## config.mk

```make
export PLATFORM = sky130hd
export DESIGN_NAME = dpg_sqrt
export DESIGN_NICKNAME = d
export VERILOG_FILES = /design/src/hw/rtl/dpg_pkg.sv /design/src/hw/rtl/dpg_sqrt.sv
export SDC_FILE = /design/constraint.sdc
export NUM_CORES = 1
export LEC_CHECK = 0
export ABC_AREA = 1
export BUFFER_PORTS_ARGS = -buffer_cell sky130_fd_sc_hd__buf_2
export CAP_MARGIN = 20
export CORE_ASPECT_RATIO = 1.25
export CORE_UTILIZATION = 59
export CTS_CLUSTER_DIAMETER = 60
export DETAILED_ROUTE_END_ITERATION = 16
export PLACE_DENSITY = 0.81
export SETUP_SLACK_MARGIN = 0.3
export SYNTH_ARGS = -nofsm -noshare
export SYNTH_HDL_FRONTEND = slang
export SYNTH_SLANG_ARGS = --single-unit
```

## constraint.sdc

```tcl
create_clock -name clk -period 3.8 [get_ports clk]
set_input_delay 0.76 -clock clk [delete_from_list [all_inputs] [get_ports clk]]
set_output_delay 0.76 -clock clk [all_outputs]
set_load 0.02 [all_outputs]
```

## src/hw/rtl/dpg_pkg.sv

```systemverilog
`timescale 1ns / 1ps
// ----------------------------------------------------------------------------
// Dashed polyline generator package
// Shared widths, register indexes and sequencer states.
// ----------------------------------------------------------------------------
package dpg_pkg;

	localparam int COORD_W    = 32;              // coordinate width, Q16.16
	localparam int REG_W      = 31;              // dash and gap registers
	localparam int MAG_W      = COORD_W + 1;     // magnitude of a coordinate delta
	localparam int LEN_W      = COORD_W + 1;     // segment length
	localparam int SQ_W       = 2 * MAG_W;       // sum of squares, product width
	localparam int PHASE_W    = COORD_W + 2;     // carried dash phase
	localparam int T_W        = COORD_W + 3;     // walk position along a segment
	localparam int MAX_DASHES = 64;              // dashes per segment
	localparam int K_W        = $clog2(MAX_DASHES + 1);
	localparam int CNT_W      = $clog2(LEN_W + 1);

	typedef logic [0:0] reg_idx_t;
	localparam reg_idx_t REG_DASH = 1'b0;
	localparam reg_idx_t REG_GAP  = 1'b1;

	typedef enum logic [3:0] {
		ST_IDLE,
		ST_SQ,
		ST_SQRT_GO,
		ST_SQRT_WAIT,
		ST_CHECK,
		ST_IMUL,
		ST_IDIV_GO,
		ST_IDIV_WAIT,
		ST_EMIT,
		ST_CAP_WAIT
	} state_t;

endpackage

```

## src/hw/rtl/dpg_sqrt.sv

```systemverilog
`timescale 1ns / 1ps
// ----------------------------------------------------------------------------
// Iterative integer square root
// Restoring digit-by-digit square root, two radicand bits per cycle.
// ----------------------------------------------------------------------------
module dpg_sqrt import dpg_pkg::*; (
	input  logic             clk,
	input  logic             arst_n,
	input  logic             start,
	input  logic [SQ_W-1:0]  radicand,
	output logic             done,
	output logic [LEN_W-1:0] root
);

	logic [SQ_W-1:0]  rad_q;
	logic [LEN_W+2:0] rem_q;
	logic [LEN_W-1:0] root_q;
	logic [CNT_W-1:0] cnt_q;
	logic             busy_q;
	logic             done_q;
	logic [LEN_W+2:0] shifted;
	logic [LEN_W+2:0] trial;
	logic             fits;

	assign shifted = {rem_q[LEN_W:0], rad_q[SQ_W-1 -: 2]};
	assign trial   = {1'b0, root_q, 2'b01};
	assign fits    = shifted >= trial;

	always_ff @(posedge clk or negedge arst_n) begin
		if (!arst_n) begin
			busy_q <= 1'b0;
			done_q <= 1'b0;
			cnt_q  <= '0;
		end else begin
			done_q <= 1'b0;
			if (start) begin
				busy_q <= 1'b1;
				cnt_q  <= CNT_W'(LEN_W);
			end else if (busy_q) begin
				cnt_q <= cnt_q - 1'b1;
				if (cnt_q == CNT_W'(1)) begin
					busy_q <= 1'b0;
					done_q <= 1'b1;
				end
			end
		end
	end

	always_ff @(posedge clk) begin
		if (start) begin
			rad_q  <= radicand;
			rem_q  <= '0;
			root_q <= '0;
		end else if (busy_q) begin
			rad_q  <= {rad_q[SQ_W-3:0], 2'b00};
			rem_q  <= fits ? shifted - trial : shifted;
			root_q <= {root_q[LEN_W-2:0], fits};
		end
	end

	assign done = done_q;
	assign root = root_q;

endmodule

```

Word-level counts from Yosys, hierarchy flattened:

Index checks and enable logic that the tools add are counted.

* bits in registers: 141
* bits in latches: 0
* memory bits (writable): 0
* bits in read-only memories: 0
* bits of input ports: 69
* output and inout port bits: 34
* logic and storage cells: 22
* memories kept: 0

* $add $sub $neg: 2
* multipliers: 0
* div/mod/pow operators: 0
* magnitude comparators: 1
* equal/unequal tests: 1
* shift-type cells: 0
* multiplexer cells: 11
* bitwise logic cells: 0
* reductions and logical operators: 1

Operators with widths (count)
* $mux 66: 2
* $ge 36x35->1: 1
* $mux 34: 1
* $sub 34x34->34: 1
* $mux 6: 2
* $eq 6x1->1 const B: 1
* $mux 1: 6
* $sub 6x1->6 const B: 1
* $reduce_bool 2->1: 1

Longest topological paths before layout:

* word-level depth: 4
* depth in mapped cells: 18
* gate-level depth less buffers: 16

Worst setup path before layout:

No wires, ideal clock.

* path kind: input -> register
* start point: input port start
* end point: register rad_q[0], enable pin
* library setup time: 0.456 ns
* arrival time: 3.253 ns
* data required time: 3.344 ns
* setup slack: 0.091 ns
* stages on the path: 4
* path buffers: 2
* cell sequence: clkbuf_1 > nor2_1 > clkinv_1 > clkbuf_1

* cells in the longest elaborated chain, start to end: 1

Ends and longest elaborated chain
* from (decl): line dpg_sqrt.sv:9 `input logic start,`
* $reduce_bool 2->1 (no line)
* to (signal assigned): line dpg_sqrt.sv:51 `rad_q <= radicand;`
* to (signal assigned): line dpg_sqrt.sv:55 `rad_q <= {rad_q[SQ_W-3:0], 2'b00};`
* to (decl): line dpg_sqrt.sv:15 `logic [SQ_W-1:0] rad_q;`

Every way passes these cells.
A chain may end at the register's enable or synchronous reset.

Worst setup path after layout:

* start point: register root_q[19] (netlist: root[19])
* end point: register rem_q[29]

* cells in the longest elaborated chain, start to end: 2
* elaborated cells on any way between the ends: 3
* classes of those cells: 1 x add/sub; 1 x order compare; 1 x mux

Ends and longest elaborated chain
* from (decl): line dpg_sqrt.sv:17 `logic [LEN_W-1:0] root_q;`
* from (signal assigned): line dpg_sqrt.sv:57 `root_q <= {root_q[LEN_W-2:0], fits};`
* $sub 34x34->34 or $ge 36x35->1 (tied branches): line dpg_sqrt.sv:56, dpg_sqrt.sv:27
* $mux 34 *: line dpg_sqrt.sv:56 `rem_q <= fits ? shifted - trial : shifted;`
* to (signal assigned): line dpg_sqrt.sv:56
* to (decl): line dpg_sqrt.sv:16 `logic [LEN_W+2:0] rem_q;`

Mark *: on every way between the ends. The rest lies on a longest branch, timed or not.

==> reports/results.tsv <==
stage	metric	value	unit
outcome	status	finished clean	
finish	Filler Cells Inserted	1191	
synthesis	Post-synth EDFFs	66	
routing	post-route ant nets	0	
timing	pin slew with the least headroom to its limit	881	ps
pwr	Flop pwr share	25.8	%
grt	overall routing resource usage	30.1	%
synthesis	Yosys top cell area share	24.0	%
finish	layout cell share with drive strength beyond 1	13.2	%
synthesis	most frequent cell after synthesis	nand2_1	
synthesis	dominant cells by area after synthesis	edfxtp_1 (24%), nand2_1 (24%), dfxtp_1 (16%)	
critical_path	setup slack, reg-to-reg	1290	ps
critical_path	CP Max Fanout	28	
timing	Hold Fails Final Rpt	0	
die	DIE HEIGHT	134	µm
die	die area	14500	µm²
cts	Bufs on Longest Clock Path	2	
pwr	Sw Share	46.1	%
timing	final count of negative-setup-slack endpoints	0	
critical_path	CP required	4170	ps
pwr	Worst IR Drop VDD	456	µV
cts	clk_lat worst skew	430	ps
pwr	combinational share of power	53.0	%
timing	clk_skew	10.8	ps
cts	clk sink count	141	
synthesis	cells after synthesis	1177	
routing	total number of vias	7609	
grt	vias in the first global route	7199	
finish	diodes inserted	0	
die	Initial Util	60.1	%
synthesis	yosys warns	0	
grt	Overflow after GRT	0	
grt	pin count of the biggest net entering global routing	71	
cts	clk root buf	clkbuf_16	
cts	# hold bufs at CTS	0	
cts	post-CTS setup buffer count	0	
finish	Synth-to-Final Area Change	15.3	%
synthesis	share of flip-flops with an asynchronous set or reset	5.67	%
die	IO Count	103	
timing	Tmin final	2510	ps
timing	slew margin rel.	41.2	%
timing	Final Max Slew Viols	0	
critical_path	Worst EP arrival	2880	ps
critical_path	Setup crit end kind	flip-flop	
routing	vias per inst	5.20	
cts	CTS clk-pin slew, worst paths	70	ps
pwr	clock network fraction of total power	21.2	%
worst_hold_path	Min-Delay Path Class	primary input to asynchronous set/reset pin	
synthesis	Mapped Area	8270	µm²
timing	Sum Neg Setup Slack	0	ps
pwr	NetSw	0.00364	W
cts	TritonCTS Buffers	17	
die	chip width	108	µm
place	Final HPWL DP	15200	µm
routing	DRT iter0 DRCs	408	
synthesis	Distinct cells, synth	39	
die	Rows	48	
routing	drt wl/cell	14.0	µm
die	core area	13800	µm²
place	Cells after DPL	1430	
synthesis	Post-synth top flop	dfxtp_1	
timing	RSZ-0062 raised after global routing	false	
routing	post-route DRC violation count	0	
grt	first-pass GRT wire length	33700	µm
pwr	LEAKAGE	5.04	nW
synthesis	cell taking the most area after synthesis	edfxtp_1	
place	IO buf count	102	
grt	initial antenna violation count	0	
timing	Max Fclk	398	MHz
critical_path	startpoint types	flip-flop	
synthesis	Syn Nets	1283	
routing	Final Routed Wirelength	20500	µm
synthesis	register area share after synthesis	42.6	%
timing	final period utilization	66.1	%
cts	H-tree depth	4	
cts	TritonCTS clock tree	done	
synthesis	Post-synth top cells	nand2_1 (521), inv_1 (139), nor2_1 (73)	
pwr	Cell Pwr Density	828	nW/µm²
critical_path	CP Class	flip-flop to flip-flop	
run	Max-Cap Viols	0	
cts	Resize count post-CTS	0	
synthesis	Avg Cell Area, Syn	7.03	µm²
place	Placer Congestion	0.962	
finish	fin cells	1463	
finish	NumNets Final	1381	
routing	drt first pass iters	5	
synthesis	Seq cells post-synth	141	
pwr	Pint	0.00425	W
placed cells by master, fill, tap and decap left out, drive strengths merged, types with 2 or more instances in the layout:
master	count
nand2	527
inv	149
buf	113
nor2	79
dfxtp	67
edfxtp	66
nand3	66
ha	37
a21oi	34
o22ai	33
o21ai	25
clkbuf	17
nand4	12
nor3	12
xor2	9
xnor2	8
dfrtp	8
clkinv	7
o21bai	5
nand3b	2
bufinv	2
clkinvlp	2
a21boi	2
cell families after synthesis:
kind of cell,Yosys count,synth area share (%)
simple gates,700,34.2
compound gates,103,7.14
buf+inv,179,8.61
xor+xnor,17,1.80
fa+ha+maj,37,5.60
flops,141,42.6
worst max-delay path, cell delays in order (launching register included):
cell     delay [ps]
dfxtp_1         350
inv_1            80
ha_1            420
nand2_1         140
nor2_2          160
nand2_1         110
nor2_1          150
nand4_1          90
nand4_1         140
buf_4           330
nand2_2         230
nand2_1         120
nand2_1          60
nand2_1          50
layer usage:
layer	vias to the layer above	global-route usage (%)	share of wire [%]
li1	3940	-	-
met1	3409	34.4	41
met2	206	52.8	50
met3	54	6.12	4.9
met4	0	15.0	4.2
met5	-	0	0
sequential cells by signal (all words and copies together) (netlist names):
register and count:
root 33, rad_q 66, rem_q 34, busy_q 1
done 1, cnt_q 6
layout make-up:
type / count / area [µm²] / share of cell area (%)
clock buffer: 17 / 425 / 4.46
clock inverter: 15 / 160 / 1.68
inverter: 145 / 546 / 5.72
multi-input combinational: 857 / 4040 / 42.4
sequential: 141 / 3520 / 37.0
tap: 175 / 219 / 2.30
timing repair buffer: 113 / 618 / 6.49
metrics by stage:
| step | instance area [µm²] | setup WS, ps | hold slack [ps] | total power [W] | util [%] |
|---|---|---|---|---|---|
| global placement | 8920 | 1280 | 448 | 0.00612 | 64.9 |
| global route | 9530 | 1030 | 173 | 0.00855 | 69.3 |
| floorplan | 8270 | 1080 | 430 | 0.00524 | - |
| finish | 9530 | 1290 | 167 | 0.00789 | 69.3 |
| detailed placement | 8920 | 1250 | 465 | 0.00617 | 64.9 |
| CTS | 9510 | 1300 | 165 | 0.00787 | 69.2 |
power groups by stage:
stage,clock [W],sequential [W],combinational (W)
after floorplan,0,0.00203,0.00320
after global placement,0,0.00205,0.00406
after detailed placement,0,0.00206,0.00411
after CTS,0.00169,0.00203,0.00415
after global routing,0.00175,0.00206,0.00474
final,0.00168,0.00204,0.00418
final timing paths:
| check | depth (start not counted) | to | startpoint |
|---|---|---|---|
| setup reg to reg | 13 | rem_q[29] | root[19] |
| max in group asynchronous | 1 | cnt_q[1] | arst_n |
| setup / recovery | 13 | rem_q[29] | root[19] |
| min in group clk | 2 | rem_q[0] | rem_q[0] |
| hold reg to reg | 2 | rem_q[0] | rem_q[0] |
| hold / removal | 1 | cnt_q[2] | arst_n |
No activity file was read; power rests on OpenSTA's default activity.
