===== src/hw/rtl/dpg_pkg.sv =====
`timescale 1ns / 1ps
// ----------------------------------------------------------------------------
// Dashed polyline generator package
// Shared widths, register indexes and sequencer states.
// ----------------------------------------------------------------------------
package dpg_pkg;

	localparam int COORD_W    = 32;              // coordinate width, Q16.16
	localparam int REG_W      = 31;              // dash and gap registers
	localparam int MAG_W      = COORD_W + 1;     // magnitude of a coordinate delta
	localparam int LEN_W      = COORD_W + 1;     // segment length
	localparam int SQ_W       = 2 * MAG_W;       // sum of squares, product width
	localparam int PHASE_W    = COORD_W + 2;     // carried dash phase
	localparam int T_W        = COORD_W + 3;     // walk position along a segment
	localparam int MAX_DASHES = 64;              // dashes per segment
	localparam int K_W        = $clog2(MAX_DASHES + 1);
	localparam int CNT_W      = $clog2(LEN_W + 1);

	typedef logic [0:0] reg_idx_t;
	localparam reg_idx_t REG_DASH = 1'b0;
	localparam reg_idx_t REG_GAP  = 1'b1;

	typedef enum logic [3:0] {
		ST_IDLE,
		ST_SQ,
		ST_SQRT_GO,
		ST_SQRT_WAIT,
		ST_CHECK,
		ST_IMUL,
		ST_IDIV_GO,
		ST_IDIV_WAIT,
		ST_EMIT,
		ST_CAP_WAIT
	} state_t;

endpackage


===== src/hw/rtl/dpg_div.sv =====
`timescale 1ns / 1ps
// ----------------------------------------------------------------------------
// Iterative divider
// Restoring division, one quotient bit per cycle. The upper half of the
// dividend must be below the divisor, so the quotient fits in LEN_W bits.
// ----------------------------------------------------------------------------
module dpg_div import dpg_pkg::*; (
	input  logic             clk,
	input  logic             arst_n,
	input  logic             start,
	input  logic [SQ_W-1:0]  dividend,
	input  logic [LEN_W-1:0] divisor,
	output logic             done,
	output logic [LEN_W-1:0] quot,
	output logic [LEN_W-1:0] rem
);

	logic [LEN_W-1:0] rem_q;
	logic [LEN_W-1:0] low_q;
	logic [LEN_W-1:0] dvs_q;
	logic [CNT_W-1:0] cnt_q;
	logic             busy_q;
	logic             done_q;
	logic [LEN_W:0]   shifted;
	logic             fits;
	logic [LEN_W:0]   diff;

	assign shifted = {rem_q, low_q[LEN_W-1]};
	assign fits    = shifted >= {1'b0, dvs_q};
	assign diff    = shifted - {1'b0, dvs_q};

	always_ff @(posedge clk or negedge arst_n) begin
		if (!arst_n) begin
			busy_q <= 1'b0;
			done_q <= 1'b0;
			cnt_q  <= '0;
		end else begin
			done_q <= 1'b0;
			if (start) begin
				busy_q <= 1'b1;
				cnt_q  <= CNT_W'(LEN_W);
			end else if (busy_q) begin
				cnt_q <= cnt_q - 1'b1;
				if (cnt_q == CNT_W'(1)) begin
					busy_q <= 1'b0;
					done_q <= 1'b1;
				end
			end
		end
	end

	always_ff @(posedge clk) begin
		if (start) begin
			rem_q <= dividend[SQ_W-1 -: LEN_W];
			low_q <= dividend[LEN_W-1:0];
			dvs_q <= divisor;
		end else if (busy_q) begin
			rem_q <= fits ? diff[LEN_W-1:0] : shifted[LEN_W-1:0];
			low_q <= {low_q[LEN_W-2:0], fits};
		end
	end

	assign done = done_q;
	assign quot = low_q;
	assign rem  = rem_q;

endmodule


===== config.mk =====
export PLATFORM = sky130hd
export DESIGN_NAME = dpg_div
export DESIGN_NICKNAME = d
export VERILOG_FILES = /design/src/hw/rtl/dpg_pkg.sv /design/src/hw/rtl/dpg_div.sv
export SDC_FILE = /design/constraint.sdc
export NUM_CORES = 1
export LEC_CHECK = 0
export BUFFER_PORTS_ARGS = -buffer_cell sky130_fd_sc_hd__buf_2
export CORE_UTILIZATION = 53
export CTS_BUF_LIST = sky130_fd_sc_hd__clkbuf_2 sky130_fd_sc_hd__clkbuf_4 sky130_fd_sc_hd__clkbuf_8
export CTS_CLUSTER_SIZE = 28
export DETAILED_ROUTE_END_ITERATION = 12
export GPL_ROUTABILITY_DRIVEN = 0
export GPL_TIMING_DRIVEN = 0
export PLACE_DENSITY = 0.8
export SYNTH_ARGS = -nofsm -noshare
export SYNTH_HDL_FRONTEND = slang
export SYNTH_SLANG_ARGS = --single-unit

===== constraint.sdc =====
create_clock -name clk -period 3.7 [get_ports clk]
set_input_delay 0.185 -clock clk [delete_from_list [all_inputs] [get_ports clk]]
set_output_delay 0.185 -clock clk [all_outputs]
set_load 0.03 [all_outputs]

[Word-level counts from Yosys, hierarchy flattened]
Cells that the tools add are included.
Word-level totals
  bits of input ports: 102
  flip-flop bits (word level): 107
  bits in latches: 0
  RAM bits: 0
  logic and storage cells: 24
  bits in read-only memories: 0
  memories kept: 0
  output and inout bits: 67
Operators by class
  equality and inequality tests: 1
  bitwise logic cells: 0
  reduce and logical (&&, ||, !) cells: 1
  muxes and demuxes: 13
  shifts and indexed selects: 0
  $mul: 0
  order comparisons: 1
  add/subtract/negate cells: 2
  div/mod/pow operators: 0
Operator list (number)
  two-way mux 33 bit: 5
  greater-or-equal comparator 34 x 33 -> 1 bit: 1
  subtractor 33 bit: 1
  two-way mux 6 bit: 2
  == test 6 x 1 -> 1 bit, second input constant: 1
  two-way mux 1 bit: 6
  subtractor 6 x 1 -> 6 bit, second input constant: 1
  nonzero test 2 bit: 1

[Depth between registers and ports, before layout]
  depth in word-level cells: 4
  gate-level depth with buffers: 13
  mapped depth without buffers: 12

[Worst setup path after synthesis]
No wires, ideal clock.
  path type: flip-flop to flip-flop
  from: reg low_q[32], in the netlist quot[32]
  to: reg rem_q[21], in the netlist rem[21] (data pin)
  arrival time: 3320 ps
  stages on the path, launching flop included: 14
  path slack: 120 ps
  setup time: 260 ps
  period minus slack after synthesis: 3580 ps
  data required time: 3440 ps
  buffers on the path: 1
  cells stage by stage: edfxtp_1 -> inv_1 -> ha_1 -> inv_1 -> fa_1 -> a21o_1 -> a221oi_4 -> o21ai_2 -> a211oi_4 -> o21ai_4 -> a21bo_2 -> buf_6 -> mux2_1 -> mux2_2
On the way
  word-level cells in the longest chain between the ends: 4
  elaborated cells between the ends (all ways): 5
  those cells by class: 1 x add/sub; 1 x order compare; 3 x mux
Ends and longest elaborated chain
  from (decl): line dpg_div.sv:19  | logic [LEN_W-1:0] low_q;
  from (signal assigned): line dpg_div.sv:55  | low_q <= dividend[LEN_W-1:0];
  from (signal assigned): line dpg_div.sv:59  | low_q <= {low_q[LEN_W-2:0], fits};
  subtractor 33 bit / greater-or-equal comparator 34 x 33 -> 1 bit (equally long branches): line dpg_div.sv:30, dpg_div.sv:29
  two-way mux 33 bit (*): line dpg_div.sv:58  | rem_q <= fits ? diff[LEN_W-1:0] : shifted[LEN_W-1:0];
  two-way mux 33 bit (*): line dpg_div.sv:57  | end else if (busy_q) begin
  two-way mux 33 bit (*): line dpg_div.sv:53  | if (start) begin
  to (signal assigned): line dpg_div.sv:54  | rem_q <= dividend[SQ_W-1 -: LEN_W];
  to (signal assigned): line dpg_div.sv:58
  to (decl): line dpg_div.sv:18  | logic [LEN_W-1:0] rem_q;
Mark *: on every way between the ends. The rest lies on a longest branch, timed or not. The select of a mux whose other input is x is not followed.
A chain may end at the register's enable or synchronous reset.

[Final worst setup path]
Ends and elaborated chain as after synthesis.

==> reports/results.ini <==
[clock_network]
htree_levels=3
cts_buffers=9
cts_sinks=107
cts_tree=yes
clk_latency_ns=0.40
cts_buffer_depth=2
clk_pin_slew_ns=0.12
root_buffer=clkbuf_8

[logic_synthesis]
synth_cell_types=61
synth_area_um2=6600
ys_ff_latch=107
synth_nets=702
ys_seq_area_share_pct=48.1
synth_area_per_cell_um2=11.7
yosys_warnings=0
async_flop_share_pct=7.48
syn_inst=564
synth-edff-count=99
synth_flop_cell=edfxtp_1

[final_layout]
stdcell_area_um2=8240
area_growth_pct=24.7
layout.filler_cells=933
antennaDiodeCount=0
ff_latch_area_um2=3170
fin_nets=917
multi_input_area_um2=3170
final_layout_size_suffix_gt1_share_pct=35.5

[sta]
relSlewSlack_pct=41.7
finalHoldViolations=0
setup-violations-final=0
rsz0062_at_grt=false
post-route-period-util_pct=95.1
worst_slew_pin_slew_ns=0.874
layout_min_cycle_time_ns=3.52
skew_ns=0.0182
finalMaxSlewViolations=0
fmax_mhz=284

[power]
p_leak_nw=3.64
p_per_area_nw_per_um2=856
ir_drop_mv=0.531
total_power_mw=7.05

[grt]
grt-ovfl-total=0
grt_pass1_vias=5408
grt_pass1_wl_mm=25.9
grt_usage_pct=26.1
grt_antenna_before_repair=0
grt_max_degree=67

[drt]
route.antenna.remaining_nets=0
viasPerCell=5.65
routed.top_layer=met4
drt-met1-wl_mm=6.55
drt-pass1-iter-count=7
met3WireLength_mm=1.29
wl_met2_mm=8.07
vias=5375
wl_mm=16.3
drc_errors=0
first_iter_violations=254
post_drt_wl_per_cell_um=17.1

[floorplan]
die_h_um=114
start_util_pct=54.7
die_area_um2=12900
fp-row-count=40
die_x_um=114
io_pins=169
core_um2=12100

[critical_path]
crit_type=register to register
path_max_fanout=10
arrival_ns=3.67
r2r_start=quot[32]$_DFFE_PP_
r2r_cells=13
critPathLaunchType=register
cp_data_required_time_ns=3.85
r2r_slack_ns=0.18
cp-end-kind=register
r2r-end=rem[21]$_DFFE_PP_

[min_path]
hold_depth=3
hold_path.class=primary input to register
min_to=rem[2]$_DFFE_PP_
hold_start=dividend[35]

[placed_design]
port_buffers=168
placed_area_um2=7660
hpwl_mm=11.8

[status]
status=completed

[job]
cap_violations=0

-- final cells by class --
type / count / share of cell area (%)
plain buffers: 24 / 1.29
clock buffers: 9 / 1.50
clock inverters: 7 / 1.11
inverters: 42 / 1.94
multi-input cells: 391 / 38.5
flip-flops and latches: 107 / 38.5
well taps: 168 / 2.55
repair buffers: 204 / 14.5
-- cells in the final DEF (no fill, tap or decap), drive strengths merged, types with 4 or more instances in the layout --
cell         Yosys  routed
a211o            5       5
a21o             8       8
a21oi           33      33
a221o            5       5
and2             4       4
and3             7       7
buf              3     173
clkbuf          21      30
dfrtp            8       8
dlygate4sd3      0      34
edfxtp          99      99
ha              35      35
inv             42      46
mux2            76      76
mux2i            5       5
nand2           32      32
nand3           11      11
nand4            8       8
nor2            31      31
nor2b            9       9
nor3             7       7
nor3b            4       4
o211ai           6       6
o21a             5       5
o21ai           24      24
o21bai           4       4
xnor2           15      15
xor2            17      17
-- per-stage QoR --
step                      std cells  hold slack (ns)  setup TNS (ns)  utilization [%]  setup slack (ns)
after floorplan                 564           -0.111               0                -             0.120
after global placement          900           0.0324          -77.44             63.5             -1.16
after detailed placement        900           0.0369           -2.83             63.5            -0.193
after CTS                       951           0.0448               0             68.2             0.116
after global routing            952           0.0558               0             68.3           0.00923
final                           952           0.0651               0             68.3             0.179
-- report_power, final --
part           internal [mW]  switching [mW]  leakage [nW]
clock                  0.332           0.462         0.111
combinational           1.84            2.36          2.41
sequential              1.78           0.267          1.12
total                   3.96            3.09          3.64
-- routing by layer --
metal	vias up	track usage, %
met5	-	0
met4	0	9.39
li1	2526	-
met1	2578	30.5
met3	34	8.08
met2	237	45.2
-- worst max-delay path, cell delays in order (launching register included) --
cell	delay (ns)
edfxtp_1	0.41
inv_1	0.09
ha_1	0.17
inv_1	0.05
fa_1	0.40
a21o_1	0.24
a221oi_4	0.33
o21ai_2	0.14
a211oi_4	0.30
o21ai_4	0.13
a21bo_2	0.26
buf_6	0.18
mux2_1	0.31
mux2_2	0.25
-- synth_stat cells, types with 2 or more instances --
cell type / n / share of area (%)
a2111oi_0: 3 / 0.40
a211o_1: 5 / 0.66
a211oi_1: 2 / 0.23
a21o_1: 8 / 0.91
a21oi_1: 33 / 2.5
a221o_1: 5 / 0.76
a31o_2: 3 / 0.40
a31oi_1: 3 / 0.28
and2_1: 4 / 0.38
and3_1: 6 / 0.57
buf_6: 2 / 0.34
clkbuf_1: 21 / 1.2
dfrtp_1: 8 / 3.0
edfxtp_1: 99 / 45
ha_1: 35 / 6.6
inv_1: 42 / 2.4
mux2_2: 56 / 9.6
mux2_4: 19 / 4.3
mux2i_1: 5 / 0.76
nand2_1: 32 / 1.8
nand2b_1: 2 / 0.19
nand3_1: 11 / 0.83
nand3b_1: 2 / 0.23
nand4_1: 8 / 0.76
nor2_1: 31 / 1.8
nor2b_1: 9 / 0.85
nor3_1: 7 / 0.53
nor3b_1: 4 / 0.45
nor4_1: 2 / 0.19
o211ai_1: 6 / 0.68
o21a_1: 5 / 0.57
o21ai_0: 22 / 1.7
o21bai_1: 4 / 0.45
o31ai_1: 3 / 0.34
xnor2_1: 15 / 2.0
xor2_1: 17 / 2.3
-- registers in the layout (all words and copies together) (netlist names) --
signal and count:
dvs_q 33, quot 33, rem 33, cnt_q 6
busy_q 1, done 1
-- cell families (layout without fill, tap and decap cells) --
family                     after synthesis  in the layout  share of synthesized area, %
buffers and inverters                   66            286                          3.98
xor gates and xnor gates                32             32                          4.24
AOI/OAI and AO/OA                      117            117                          12.5
adders and majority gates               36             36                          6.94
and+or+nand+nor                        125            125                          9.48
DFF                                    107            107                          48.1
muxes                                   81             81                          14.8
-- worst max path at each step --
stage                            start                 end  depth (start not counted)
CTS                 quot[32]$_DFFE_PP_   rem[21]$_DFFE_PP_                         13
detailed placement  quot[32]$_DFFE_PP_   rem[22]$_DFFE_PP_                         12
global placement                 start  quot[21]$_DFFE_PP_                          6
floorplan           quot[32]$_DFFE_PP_   rem[21]$_DFFE_PP_                         13
global route        quot[32]$_DFFE_PP_   rem[21]$_DFFE_PP_                         13
finish              quot[32]$_DFFE_PP_   rem[21]$_DFFE_PP_                         13
-- repair_timing --
item,4_1_cts,5_1_grt
hold endpoints to repair,41,0
gates resized for setup,1,2
buffers inserted,1,1
endpoints found under the setup margin,32,17
pin swaps,1,1
hold buffers,34,0
No activity file was read; power rests on OpenSTA's default activity.
